**config.mk**
```make
export PLATFORM = sky130hd
export DESIGN_NAME = state_feedback_loop_step_core_flat
export DESIGN_NICKNAME = d
export VERILOG_FILES = /design/src/design/sfls_pkg.sv /design/src/design/sfls_if.sv /design/src/design/sfls_datapath.sv /design/src/design/state_feedback_loop_step_core.sv /design/src/flat_wrapper.sv
export SDC_FILE = /design/constraint.sdc
export NUM_CORES = 2
export LEC_CHECK = 0
export BUFFER_PORTS_ARGS = -buffer_cell sky130_fd_sc_hd__buf_2
export CORE_MARGIN = 8
export CORE_UTILIZATION = 55
export CTS_BUF_LIST = sky130_fd_sc_hd__clkbuf_2 sky130_fd_sc_hd__clkbuf_4 sky130_fd_sc_hd__clkbuf_8
export DETAILED_ROUTE_END_ITERATION = 8
export PLACE_DENSITY = 0.71
export SETUP_SLACK_MARGIN = 0.1
export SKIP_CTS_REPAIR_TIMING = 1
export SLEW_MARGIN = 10
export SYNTH_ARGS = -nofsm -noshare
export SYNTH_HDL_FRONTEND = slang
export SYNTH_HIERARCHICAL = 1
export SYNTH_SLANG_ARGS = --single-unit
```
**constraint.sdc**
```tcl
create_clock -name clk -period 17.6 [get_ports clk]
set_input_delay 1.76 -clock clk [delete_from_list [all_inputs] [get_ports clk]]
set_output_delay 1.76 -clock clk [all_outputs]
set_load 0.005 [all_outputs]
```
**src/design/sfls_pkg.sv**
```systemverilog
// Shared types, constants and the step program for the state-feedback loop core.
// Depends on nothing; every other design file uses it.
`default_nettype none

package sfls_pkg;

    localparam int SIG_W    = 32;   // Q16.16 signal width
    localparam int COEF_W   = 32;   // Q4.28 coefficient width
    localparam int COEF_FRAC = 28;
    localparam int PROD_W   = SIG_W + COEF_W;
    localparam int RND_W    = PROD_W - COEF_FRAC;  // rounded product width
    localparam int ACC_W    = 40;   // room for four rounded terms and a signal
    localparam int CFG_IDX_W = 3;
    localparam int CFG_W    = 32;

    // Sample period 0.1 in Q4.28
    localparam logic signed [COEF_W-1:0] PERIOD_COEF = 32'sd26843546;

    localparam logic signed [COEF_W-1:0] RST_GAIN_ONE = 32'sd563714;
    localparam logic signed [COEF_W-1:0] RST_GAIN_TWO = 32'sd107374;
    localparam logic signed [COEF_W-1:0] RST_LAG      = 32'sd53687091;
    localparam logic signed [COEF_W-1:0] RST_LEAD     = 32'sd53687091;
    localparam logic signed [COEF_W-1:0] RST_SELF     = -32'sd17257716;
    localparam logic signed [COEF_W-1:0] RST_CROSS    = -32'sd1916629;
    localparam logic signed [COEF_W-1:0] RST_OUT_ONE  = 32'sd95858301;
    localparam logic signed [COEF_W-1:0] RST_OUT_TWO  = 32'sd19166292;

    typedef enum logic [CFG_IDX_W-1:0] {
        CFG_GAIN_STATE_ONE,
        CFG_GAIN_STATE_TWO,
        CFG_ACTUATOR_LAG,
        CFG_ACTUATOR_LEAD,
        CFG_PLANT_SELF,
        CFG_PLANT_CROSS,
        CFG_OUTPUT_ONE,
        CFG_OUTPUT_TWO
    } cfg_idx_t;

    typedef enum logic [3:0] {
        SIG_ZERO,
        SIG_REF,
        SIG_X1,
        SIG_X2,
        SIG_PREV,
        SIG_CMDP,
        SIG_CMD,
        SIG_X1N,
        SIG_X2N,
        SIG_DLAG,
        SIG_DLEAD
    } sig_sel_t;

    typedef enum logic [3:0] {
        COEF_K1,
        COEF_K2,
        COEF_LAG,
        COEF_LEAD,
        COEF_SELF,
        COEF_CROSS,
        COEF_OUT1,
        COEF_OUT2,
        COEF_DT
    } coef_sel_t;

    typedef enum logic {
        BASE_ACC,
        BASE_SIG
    } base_t;

    typedef enum logic [1:0] {
        TERM_NONE,
        TERM_ADD_PROD,
        TERM_SUB_PROD,
        TERM_SUB_SIG
    } term_t;

    typedef enum logic [2:0] {
        DST_NONE,
        DST_CMD,
        DST_X1N,
        DST_X2N,
        DST_DLAG,
        DST_DLEAD,
        DST_Y
    } dst_t;

    typedef enum logic [1:0] {
        JMP_NEXT,
        JMP_WAIT_IN,
        JMP_FINISH
    } jump_t;

    // One control word: multiplier operands, accumulator update, write-back, sequencing.
    typedef struct packed {
        sig_sel_t  mul_a;
        coef_sel_t mul_b;
        base_t     base;
        sig_sel_t  base_sel;
        term_t     term;
        sig_sel_t  sub_sel;
        dst_t      dst;
        jump_t     jump;
    } ucode_t;

    typedef struct packed {
        logic signed [SIG_W-1:0] plant_output;
        logic signed [SIG_W-1:0] command;
        logic signed [SIG_W-1:0] actuator_output;
    } result_t;

    localparam int PROG_LEN = 14;
    localparam int STEP_W   = $clog2(PROG_LEN);

    // The accumulator consumes, at each step, the product issued one step earlier.
    localparam ucode_t UCODE [PROG_LEN] = '{
        '{SIG_X1,   COEF_K1,    BASE_ACC, SIG_ZERO, TERM_NONE,     SIG_ZERO, DST_NONE,  JMP_WAIT_IN},
        '{SIG_X2,   COEF_K2,    BASE_SIG, SIG_REF,  TERM_SUB_PROD, SIG_ZERO, DST_NONE,  JMP_NEXT},
        '{SIG_X1,   COEF_SELF,  BASE_ACC, SIG_ZERO, TERM_SUB_PROD, SIG_ZERO, DST_NONE,  JMP_NEXT},
        '{SIG_X2,   COEF_CROSS, BASE_SIG, SIG_X1,   TERM_ADD_PROD, SIG_ZERO, DST_CMD,   JMP_NEXT},
        '{SIG_PREV, COEF_DT,    BASE_ACC, SIG_ZERO, TERM_ADD_PROD, SIG_ZERO, DST_NONE,  JMP_NEXT},
        '{SIG_X1,   COEF_DT,    BASE_ACC, SIG_ZERO, TERM_ADD_PROD, SIG_ZERO, DST_NONE,  JMP_NEXT},
        '{SIG_ZERO, COEF_K1,    BASE_SIG, SIG_X2,   TERM_ADD_PROD, SIG_ZERO, DST_X1N,   JMP_NEXT},
        '{SIG_ZERO, COEF_K1,    BASE_SIG, SIG_CMD,  TERM_SUB_SIG,  SIG_PREV, DST_X2N,   JMP_NEXT},
        '{SIG_X1N,  COEF_OUT1,  BASE_SIG, SIG_CMD,  TERM_SUB_SIG,  SIG_CMDP, DST_DLAG,  JMP_NEXT},
        '{SIG_X2N,  COEF_OUT2,  BASE_SIG, SIG_ZERO, TERM_ADD_PROD, SIG_ZERO, DST_DLEAD, JMP_NEXT},
        '{SIG_DLAG, COEF_LAG,   BASE_ACC, SIG_ZERO, TERM_ADD_PROD, SIG_ZERO, DST_NONE,  JMP_NEXT},
        '{SIG_DLEAD, COEF_LEAD, BASE_SIG, SIG_PREV, TERM_ADD_PROD, SIG_ZERO, DST_Y,     JMP_NEXT},
        '{SIG_ZERO, COEF_K1,    BASE_ACC, SIG_ZERO, TERM_ADD_PROD, SIG_ZERO, DST_NONE,  JMP_NEXT},
        '{SIG_ZERO, COEF_K1,    BASE_ACC, SIG_ZERO, TERM_NONE,     SIG_ZERO, DST_NONE,  JMP_FINISH}
    };

    function automatic logic signed [SIG_W-1:0] sat_sig(input logic signed [ACC_W-1:0] v);
        logic all_ones;
        logic all_zeros;
        all_ones  = &v[ACC_W-1:SIG_W-1];
        all_zeros = ~|v[ACC_W-1:SIG_W-1];
        if (all_ones || all_zeros)
            sat_sig = v[SIG_W-1:0];
        else if (v[ACC_W-1])
            sat_sig = {1'b1, {(SIG_W-1){1'b0}}};
        else
            sat_sig = {1'b0, {(SIG_W-1){1'b1}}};
    endfunction

    function automatic logic signed [ACC_W-1:0] ext_sig(input logic signed [SIG_W-1:0] s);
        ext_sig = {{(ACC_W-SIG_W){s[SIG_W-1]}}, s};
    endfunction

endpackage

`default_nettype wire

```
**src/design/sfls_if.sv**
```systemverilog
// Handshake channels of the loop core: sample words in, result words out.
// Depends on sfls_pkg for the signal width.
`default_nettype none

interface sfls_in_if;
    logic                            valid;
    logic                            ready;
    logic signed [sfls_pkg::SIG_W-1:0] reference;

    modport source (output valid, output reference, input ready);
    modport sink   (input valid, input reference, output ready);
endinterface

interface sfls_out_if;
    logic                            valid;
    logic                            ready;
    logic signed [sfls_pkg::SIG_W-1:0] plant_output;
    logic signed [sfls_pkg::SIG_W-1:0] command;
    logic signed [sfls_pkg::SIG_W-1:0] actuator_output;

    modport source (output valid, output plant_output, output command,
                    output actuator_output, input ready);
    modport sink   (input valid, input plant_output, input command,
                    input actuator_output, output ready);
endinterface

`default_nettype wire

```
**src/design/sfls_datapath.sv**
```systemverilog
// Datapath of the loop core: coefficient registers, loop state, scratch registers,
// one shared multiplier and a saturating accumulator. Depends on sfls_pkg.
`default_nettype none

module sfls_datapath (
    input  wire logic                              clk,
    input  wire logic                              rst_n,
    input  wire sfls_pkg::ucode_t                  ctl,
    input  wire logic                              ref_load,
    input  wire logic signed [sfls_pkg::SIG_W-1:0] ref_data,
    input  wire logic                              commit,
    input  wire logic                              cfg_we,
    input  wire logic [sfls_pkg::CFG_IDX_W-1:0]    cfg_index,
    input  wire logic [sfls_pkg::CFG_W-1:0]        cfg_data,
    output sfls_pkg::result_t                      result
);
    import sfls_pkg::*;

    logic signed [COEF_W-1:0] k1_reg, k2_reg, lag_reg, lead_reg;
    logic signed [COEF_W-1:0] self_reg, cross_reg, out1_reg, out2_reg;

    logic signed [SIG_W-1:0] x1_reg, x2_reg, prev_reg, cmdp_reg;
    logic signed [SIG_W-1:0] ref_reg, cmd_reg, x1n_reg, x2n_reg;
    logic signed [SIG_W-1:0] dlag_reg, dlead_reg, y_reg;

    logic signed [PROD_W-1:0] prod_reg;
    logic signed [ACC_W-1:0]  acc_reg, acc_next;

    logic signed [SIG_W-1:0]  mul_a, base_sig, sub_sig, acc_sat;
    logic signed [COEF_W-1:0] mul_b;
    logic signed [ACC_W-1:0]  prod_rnd, base_val;

    function automatic logic signed [SIG_W-1:0] pick_sig(input sig_sel_t sel);
        case (sel)
            SIG_REF:   pick_sig = ref_reg;
            SIG_X1:    pick_sig = x1_reg;
            SIG_X2:    pick_sig = x2_reg;
            SIG_PREV:  pick_sig = prev_reg;
            SIG_CMDP:  pick_sig = cmdp_reg;
            SIG_CMD:   pick_sig = cmd_reg;
            SIG_X1N:   pick_sig = x1n_reg;
            SIG_X2N:   pick_sig = x2n_reg;
            SIG_DLAG:  pick_sig = dlag_reg;
            SIG_DLEAD: pick_sig = dlead_reg;
            default:   pick_sig = '0;
        endcase
    endfunction

    always_ff @(posedge clk or negedge rst_n)
    begin
        if (!rst_n)
        begin
            k1_reg    <= RST_GAIN_ONE;
            k2_reg    <= RST_GAIN_TWO;
            lag_reg   <= RST_LAG;
            lead_reg  <= RST_LEAD;
            self_reg  <= RST_SELF;
            cross_reg <= RST_CROSS;
            out1_reg  <= RST_OUT_ONE;
            out2_reg  <= RST_OUT_TWO;
        end
        else if (cfg_we)
        begin
            case (cfg_idx_t'(cfg_index))
                CFG_GAIN_STATE_ONE: k1_reg    <= cfg_data;
                CFG_GAIN_STATE_TWO: k2_reg    <= cfg_data;
                CFG_ACTUATOR_LAG:   lag_reg   <= cfg_data;
                CFG_ACTUATOR_LEAD:  lead_reg  <= cfg_data;
                CFG_PLANT_SELF:     self_reg  <= cfg_data;
                CFG_PLANT_CROSS:    cross_reg <= cfg_data;
                CFG_OUTPUT_ONE:     out1_reg  <= cfg_data;
                CFG_OUTPUT_TWO:     out2_reg  <= cfg_data;
                default:            ;
            endcase
        end
    end

    always_comb
    begin
        mul_a    = pick_sig(ctl.mul_a);
        base_sig = pick_sig(ctl.base_sel);
        sub_sig  = pick_sig(ctl.sub_sel);
        case (ctl.mul_b)
            COEF_K1:    mul_b = k1_reg;
            COEF_K2:    mul_b = k2_reg;
            COEF_LAG:   mul_b = lag_reg;
            COEF_LEAD:  mul_b = lead_reg;
            COEF_SELF:  mul_b = self_reg;
            COEF_CROSS: mul_b = cross_reg;
            COEF_OUT1:  mul_b = out1_reg;
            COEF_OUT2:  mul_b = out2_reg;
            COEF_DT:    mul_b = PERIOD_COEF;
            default:    mul_b = '0;
        endcase
    end

    // Round half up to Q16.16: the bit just below the cut is the carry in.
    assign prod_rnd = {{(ACC_W-RND_W){prod_reg[PROD_W-1]}}, prod_reg[PROD_W-1:COEF_FRAC]}
                    + {{(ACC_W-1){1'b0}}, prod_reg[COEF_FRAC-1]};

    assign acc_sat = sat_sig(acc_reg);

    always_comb
    begin
        base_val = (ctl.base == BASE_SIG) ? ext_sig(base_sig) : acc_reg;
        case (ctl.term)
            TERM_ADD_PROD: acc_next = base_val + prod_rnd;
            TERM_SUB_PROD: acc_next = base_val - prod_rnd;
            TERM_SUB_SIG:  acc_next = base_val - ext_sig(sub_sig);
            default:       acc_next = base_val;
        endcase
    end

    always_ff @(posedge clk)
    begin
        prod_reg <= mul_a * mul_b;
        acc_reg  <= acc_next;
        if (ref_load)
            ref_reg <= ref_data;
        case (ctl.dst)
            DST_CMD:   cmd_reg   <= acc_sat;
            DST_X1N:   x1n_reg   <= acc_sat;
            DST_X2N:   x2n_reg   <= acc_sat;
            DST_DLAG:  dlag_reg  <= acc_sat;
            DST_DLEAD: dlead_reg <= acc_sat;
            DST_Y:     y_reg     <= acc_sat;
            default:   ;
        endcase
    end

    // Loop state: advance only when the tick is handed to the output register.
    always_ff @(posedge clk or negedge rst_n)
    begin
        if (!rst_n)
        begin
            x1_reg   <= '0;
            x2_reg   <= '0;
            prev_reg <= '0;
            cmdp_reg <= '0;
        end
        else if (commit)
        begin
            x1_reg   <= x1n_reg;
            x2_reg   <= x2n_reg;
            prev_reg <= acc_sat;
            cmdp_reg <= cmd_reg;
        end
    end

    assign result.plant_output    = y_reg;
    assign result.command         = cmd_reg;
    assign result.actuator_output = acc_sat;

endmodule

`default_nettype wire

```
**src/design/state_feedback_loop_step_core.sv**
```systemverilog
// Top level of the state-feedback loop core: step sequencer and output register.
// A new sample word is taken only after the step program has finished the previous
// tick, driving the single shared multiplier through ten products and the accumulator
// through its sums, and has handed that tick's result to the result register.
// Reset: rst_n clears the loop state to zero, restores the coefficient defaults and
// leaves the result register empty; the core is ready for a sample straight away.
`default_nettype none

module state_feedback_loop_step_core (
    input  wire logic                           clk,
    input  wire logic                           rst_n,
    input  wire logic                           cfg_we,
    input  wire logic [sfls_pkg::CFG_IDX_W-1:0] cfg_index,
    input  wire logic [sfls_pkg::CFG_W-1:0]     cfg_data,
    sfls_in_if.sink                             samples,
    sfls_out_if.source                          results
);
    import sfls_pkg::*;

    // Sequencer: the step counter addresses the control store; each word either
    // advances, waits for a sample, or waits for room in the result register.
    logic [STEP_W-1:0] step_reg, step_next;
    ucode_t            ctl;
    logic              in_accept;
    logic              commit;

    logic              out_valid_reg, out_valid_next;
    result_t           out_word_reg;
    result_t           dp_result;

    assign ctl = UCODE[step_reg];

    // Take a sample only on the wait step; the result register is independent,
    // so a sample may enter while the previous word is still waiting downstream.
    assign samples.ready = (ctl.jump == JMP_WAIT_IN);
    assign in_accept     = samples.valid && samples.ready;

    // Finish the tick once the result register is empty or being drained.
    assign commit = (ctl.jump == JMP_FINISH) && (!out_valid_reg || results.ready);

    always_comb
    begin
        case (ctl.jump)
            JMP_WAIT_IN: step_next = in_accept ? step_reg + 1'b1 : step_reg;
            JMP_FINISH:  step_next = commit ? '0 : step_reg;
            default:     step_next = step_reg + 1'b1;
        endcase
    end

    always_comb
    begin
        out_valid_next = out_valid_reg;
        if (commit)
            out_valid_next = 1'b1;
        else if (results.ready)
            out_valid_next = 1'b0;
    end

    always_ff @(posedge clk or negedge rst_n)
    begin
        if (!rst_n)
        begin
            step_reg      <= '0;
            out_valid_reg <= 1'b0;
        end
        else
        begin
            step_reg      <= step_next;
            out_valid_reg <= out_valid_next;
        end
    end

    // Hold the result word until the sink takes it.
    always_ff @(posedge clk)
    begin
        if (commit)
            out_word_reg <= dp_result;
    end

    sfls_datapath u_datapath (
        .clk       (clk),
        .rst_n     (rst_n),
        .ctl       (ctl),
        .ref_load  (in_accept),
        .ref_data  (samples.reference),
        .commit    (commit),
        .cfg_we    (cfg_we),
        .cfg_index (cfg_index),
        .cfg_data  (cfg_data),
        .result    (dp_result)
    );

    assign results.valid           = out_valid_reg;
    assign results.plant_output    = out_word_reg.plant_output;
    assign results.command         = out_word_reg.command;
    assign results.actuator_output = out_word_reg.actuator_output;

    // Never overwrite a result word that the sink has not taken.
    assert property (@(posedge clk) disable iff (!rst_n)
        commit |-> (!results.valid || results.ready))
        else $error("result word overwritten before it was taken");

    // The result register only fills at the end of a tick.
    assert property (@(posedge clk) disable iff (!rst_n)
        $rose(results.valid) |-> $past(commit))
        else $error("result word raised without a finished tick");

    // Once a sample is taken, the core is busy on the next cycle.
    assert property (@(posedge clk) disable iff (!rst_n)
        in_accept |=> !samples.ready)
        else $error("sample accepted while a tick was in progress");

endmodule

`default_nettype wire
```
**src/flat_wrapper.sv**
```systemverilog
// flat-port wrapper written by rule: the top's interface ports become plain ports
module state_feedback_loop_step_core_flat import sfls_pkg::*;
  (clk, rst_n, cfg_we, cfg_index, cfg_data, samples_valid, samples_reference, samples_ready, results_valid, results_plant_output, results_command, results_actuator_output, results_ready);
  sfls_in_if samples_i ();
  sfls_out_if results_i ();
  input  wire logic clk;
  input  wire logic rst_n;
  input  wire logic cfg_we;
  input  wire logic [sfls_pkg::CFG_IDX_W-1:0] cfg_index;
  input  wire logic [sfls_pkg::CFG_W-1:0] cfg_data;
  input wire logic [$bits(samples_i.valid)-1:0] samples_valid;
  input wire logic [$bits(samples_i.reference)-1:0] samples_reference;
  output wire logic [$bits(samples_i.ready)-1:0] samples_ready;
  output wire logic [$bits(results_i.valid)-1:0] results_valid;
  output wire logic [$bits(results_i.plant_output)-1:0] results_plant_output;
  output wire logic [$bits(results_i.command)-1:0] results_command;
  output wire logic [$bits(results_i.actuator_output)-1:0] results_actuator_output;
  input wire logic [$bits(results_i.ready)-1:0] results_ready;
  assign samples_i.valid = samples_valid;
  assign samples_i.reference = samples_reference;
  assign samples_ready = samples_i.ready;
  assign results_valid = results_i.valid;
  assign results_plant_output = results_i.plant_output;
  assign results_command = results_i.command;
  assign results_actuator_output = results_i.actuator_output;
  assign results_i.ready = results_ready;
  state_feedback_loop_step_core u_core (.clk(clk), .rst_n(rst_n), .cfg_we(cfg_we), .cfg_index(cfg_index), .cfg_data(cfg_data), .samples(samples_i), .results(results_i));
endmodule
```
==> metrics.yaml <==
fmax_mhz: 86.17
cts_buffer_depth: 3
routedWlPerCell_um: 26.92
antenna_found_initial: 16
worstPathRequired_ps: 18340
die_area_um2: 145200
row_count: 134
setup_tns_ps: 0
outcome: "complete, but fails checks"
io_pins: 170
slew_headroom: -4.100
cp_common_cell: "fa_1"
dr.pass1.iters: 9
fp.dieW_um: 381.0
cts_tree: "built"
worst_path_largest_cell_delay_ps: 670
finalInstanceArea_um2: 79130
dpl_cell_area_um2: 76190
ys_types: 95
seq_area_frac_synth: 0.2869
rsz0062_at_grt: "no"
yosys.area_share.simple: 0.1049
synthAdderAreaFrac: 0.3350
syn_area_um2: 73280
drc_errors: 8
grtUsageTotal: 0.3280
cts-htree-levels: 4
clock_sinks: 786
grt_max_degree: 158
grt_pass1_vias: 59650
syn2layout_area_growth_pct: 7.993
path_clk_slew_ps: 60
nets: 8486
hold_viol_final: 0
dp_hpwl_mm: 170.0
async_flop_share: 0.4949
maxCapViolations: 0
setup-violations-final: 0
grt_pass1_wl_mm: 364.0
die_h_um: 381.0
period_needed_ps: 11600
synth.avg_cell_area_um2: 10.40
hold_path_class: "reg2reg"
via_per_inst: 6.368
cpMaxStageDelayCell: "or2_2"
muxShareOfSynthArea: 0.06249
tightest_slew_ps: 7592
port_buffers: 169
overflow: 0
postRouteAntennaNets: 0
coreArea_um2: 132800
violations: "design-rule violations, max-slew violations"
root_buffer: "clkbuf_8"
slew_viol_final: 285
path_class: "reg2reg"
endpoint_kind: "register"
r2r_setup_slack_ps: 6000
ys_warn_count: 6
synth_ff_type: "edfxtp_1"
nFillCells: 10950
synth_xor_area_frac: 0.01865
period_share: 0.6594
synth_cells: 7049
start_kind: "register"
insertion_delay_ps: 900
drive_above_1_share: 0.1634
synth_top_family_by_area: "adder cells"
largest_reg_flops: 40
vias: 57210
synth-edff-count: 320
cts_buffers: 134
synth_compound_area_frac: 0.1149
skew_ps: 66.40
synth-seq-cells: 786
wirelength_mm: 241.9
gp_congestion: 1.006
critPathArrivalTime_ps: 12340
start_util: 0.5518
drt_iter0_markers: 8469
critPathMaxFanout: 30
## cell type report
type,instances,area (µm²),area share
Multi-Input combinational cell,4782,46950,0.5933
Sequential cell,786,21020,0.2657
Tap cell,1768,2212,0.02795
Timing Repair Buffer,311,1934,0.02444
Antenna cell,5,12.51,0.0001581
Clock buffer,195,2409,0.03044
Inverter,1086,4076,0.05151
Clock inverter,51,520.5,0.006577
## per-stage QoR
stage | util | hold slack (ps) | std cells | worst slack [ps]
after global placement | 0.5738 | 401.7 | 8733 | 6523
after detailed placement | 0.5738 | 404.5 | 8733 | 6262
after CTS | 0.5959 | 417.0 | 8979 | 6235
after global routing | 0.5959 | 423.3 | 8981 | 5434
final | 0.5960 | 415.7 | 8984 | 5995
after floorplan | - | 400.3 | 7060 | 7756
## Yosys cell counts, drive strengths merged (26+ instances only)
| master | count | area (µm²) |
|---|---|---|
| inv | 1086 | 4076 |
| fa | 1082 | 21660 |
| nand2 | 674 | 2530 |
| nor2 | 646 | 2425 |
| mux2 | 388 | 4369 |
| clkbuf | 364 | 1366 |
| edfxtp | 320 | 9609 |
| a22oi | 285 | 2140 |
| dfrtp | 279 | 6982 |
| ha | 231 | 2890 |
| a21oi | 140 | 704.4 |
| a221oi | 122 | 1075 |
| a21o | 112 | 840.8 |
| dfstp | 110 | 2890 |
| o21ai | 103 | 515.5 |
| a22o | 102 | 893.4 |
| xnor2 | 101 | 884.6 |
| nand3 | 87 | 440.4 |
| dfxtp | 77 | 1541 |
| a31oi | 62 | 394.1 |
| nor3 | 58 | 295.3 |
| xor2 | 55 | 481.7 |
| nand4 | 45 | 302.8 |
| or2 | 45 | 281.5 |
| a222oi | 42 | 420.4 |
| buf | 42 | 207.7 |
| nand2b | 42 | 265.3 |
| and2 | 29 | 186.4 |
| o211ai | 26 | 200.2 |
## logic make-up after synthesis
kind of cell,Yosys count
muxes,409
DFF,786
buffers and inverters,1492
AOI/OAI and AO/OA,1138
adders and majority gates,1313
and+or+nand+nor,1754
other,1
xor gates and xnor gates,156
## final timing paths
path	from	endpoint	cells past startpoint
worst max-delay path	u_core/step_reg[2]	u_core/u_datapath/prod_reg[56]	33
worst min-delay path	u_core/u_datapath/y_reg[26]	u_core/results.plant_output[26]	0
worst max register to register	u_core/step_reg[2]	u_core/u_datapath/prod_reg[56]	33
worst min register to register	u_core/u_datapath/y_reg[26]	u_core/results.plant_output[26]	0
max in group asynchronous	rst_n	u_core/u_datapath/k2_reg[20]	3
min in group asynchronous	rst_n	u_core/u_datapath/x1_reg[25]	1
## critical path: cells and delay by family, from the launching register on
family	cells	cell delay, ps
compound gates	7	2100
xor+xnor	1	130
fa+ha+maj	9	4530
buf+inv	6	1350
flops	1	550
simple gates	10	2750
## cell usage in the layout, fill, tap and decap left out, types with 16 or more instances in the layout
master,Yosys,final
fa_1,1082,1082
and3_1,16,16
xor2_1,55,55
or2_2,44,44
nand3_1,86,86
nor2_1,646,618
nor2b_1,21,21
clkbuf_4,0,44
a22o_1,102,102
buf_2,16,168
mux2i_1,21,21
ha_1,231,231
mux2_2,388,388
nand2_1,674,674
inv_1,1086,1086
a22oi_1,285,285
edfxtp_1,320,320
o21bai_1,18,17
dfrtp_1,279,279
o21ai_0,97,97
a31oi_1,61,55
buf_4,2,141
a221oi_1,121,121
xnor2_1,101,101
dfstp_2,110,110
nor3_1,57,43
clkbuf_8,0,151
nor2_2,0,26
and2_1,27,26
a21oi_1,139,139
nand2b_1,41,41
o211ai_1,25,25
a222oi_1,42,42
nand4_1,43,43
dfxtp_1,77,77
a21o_1,112,112
## per-layer routing
layer / wire, µm / vias up / track usage
met5: 188 / - / 0.007273
met4: 15040 / 12 / 0.1589
met3: 35070 / 1042 / 0.1201
met2: 102900 / 4076 / 0.4807
met1: 88680 / 28590 / 0.4318
li1: - / 23500 / -
Power is not shown: default switching activity piles up to over one toggle a cycle in this logic, so the estimate is an artifact.
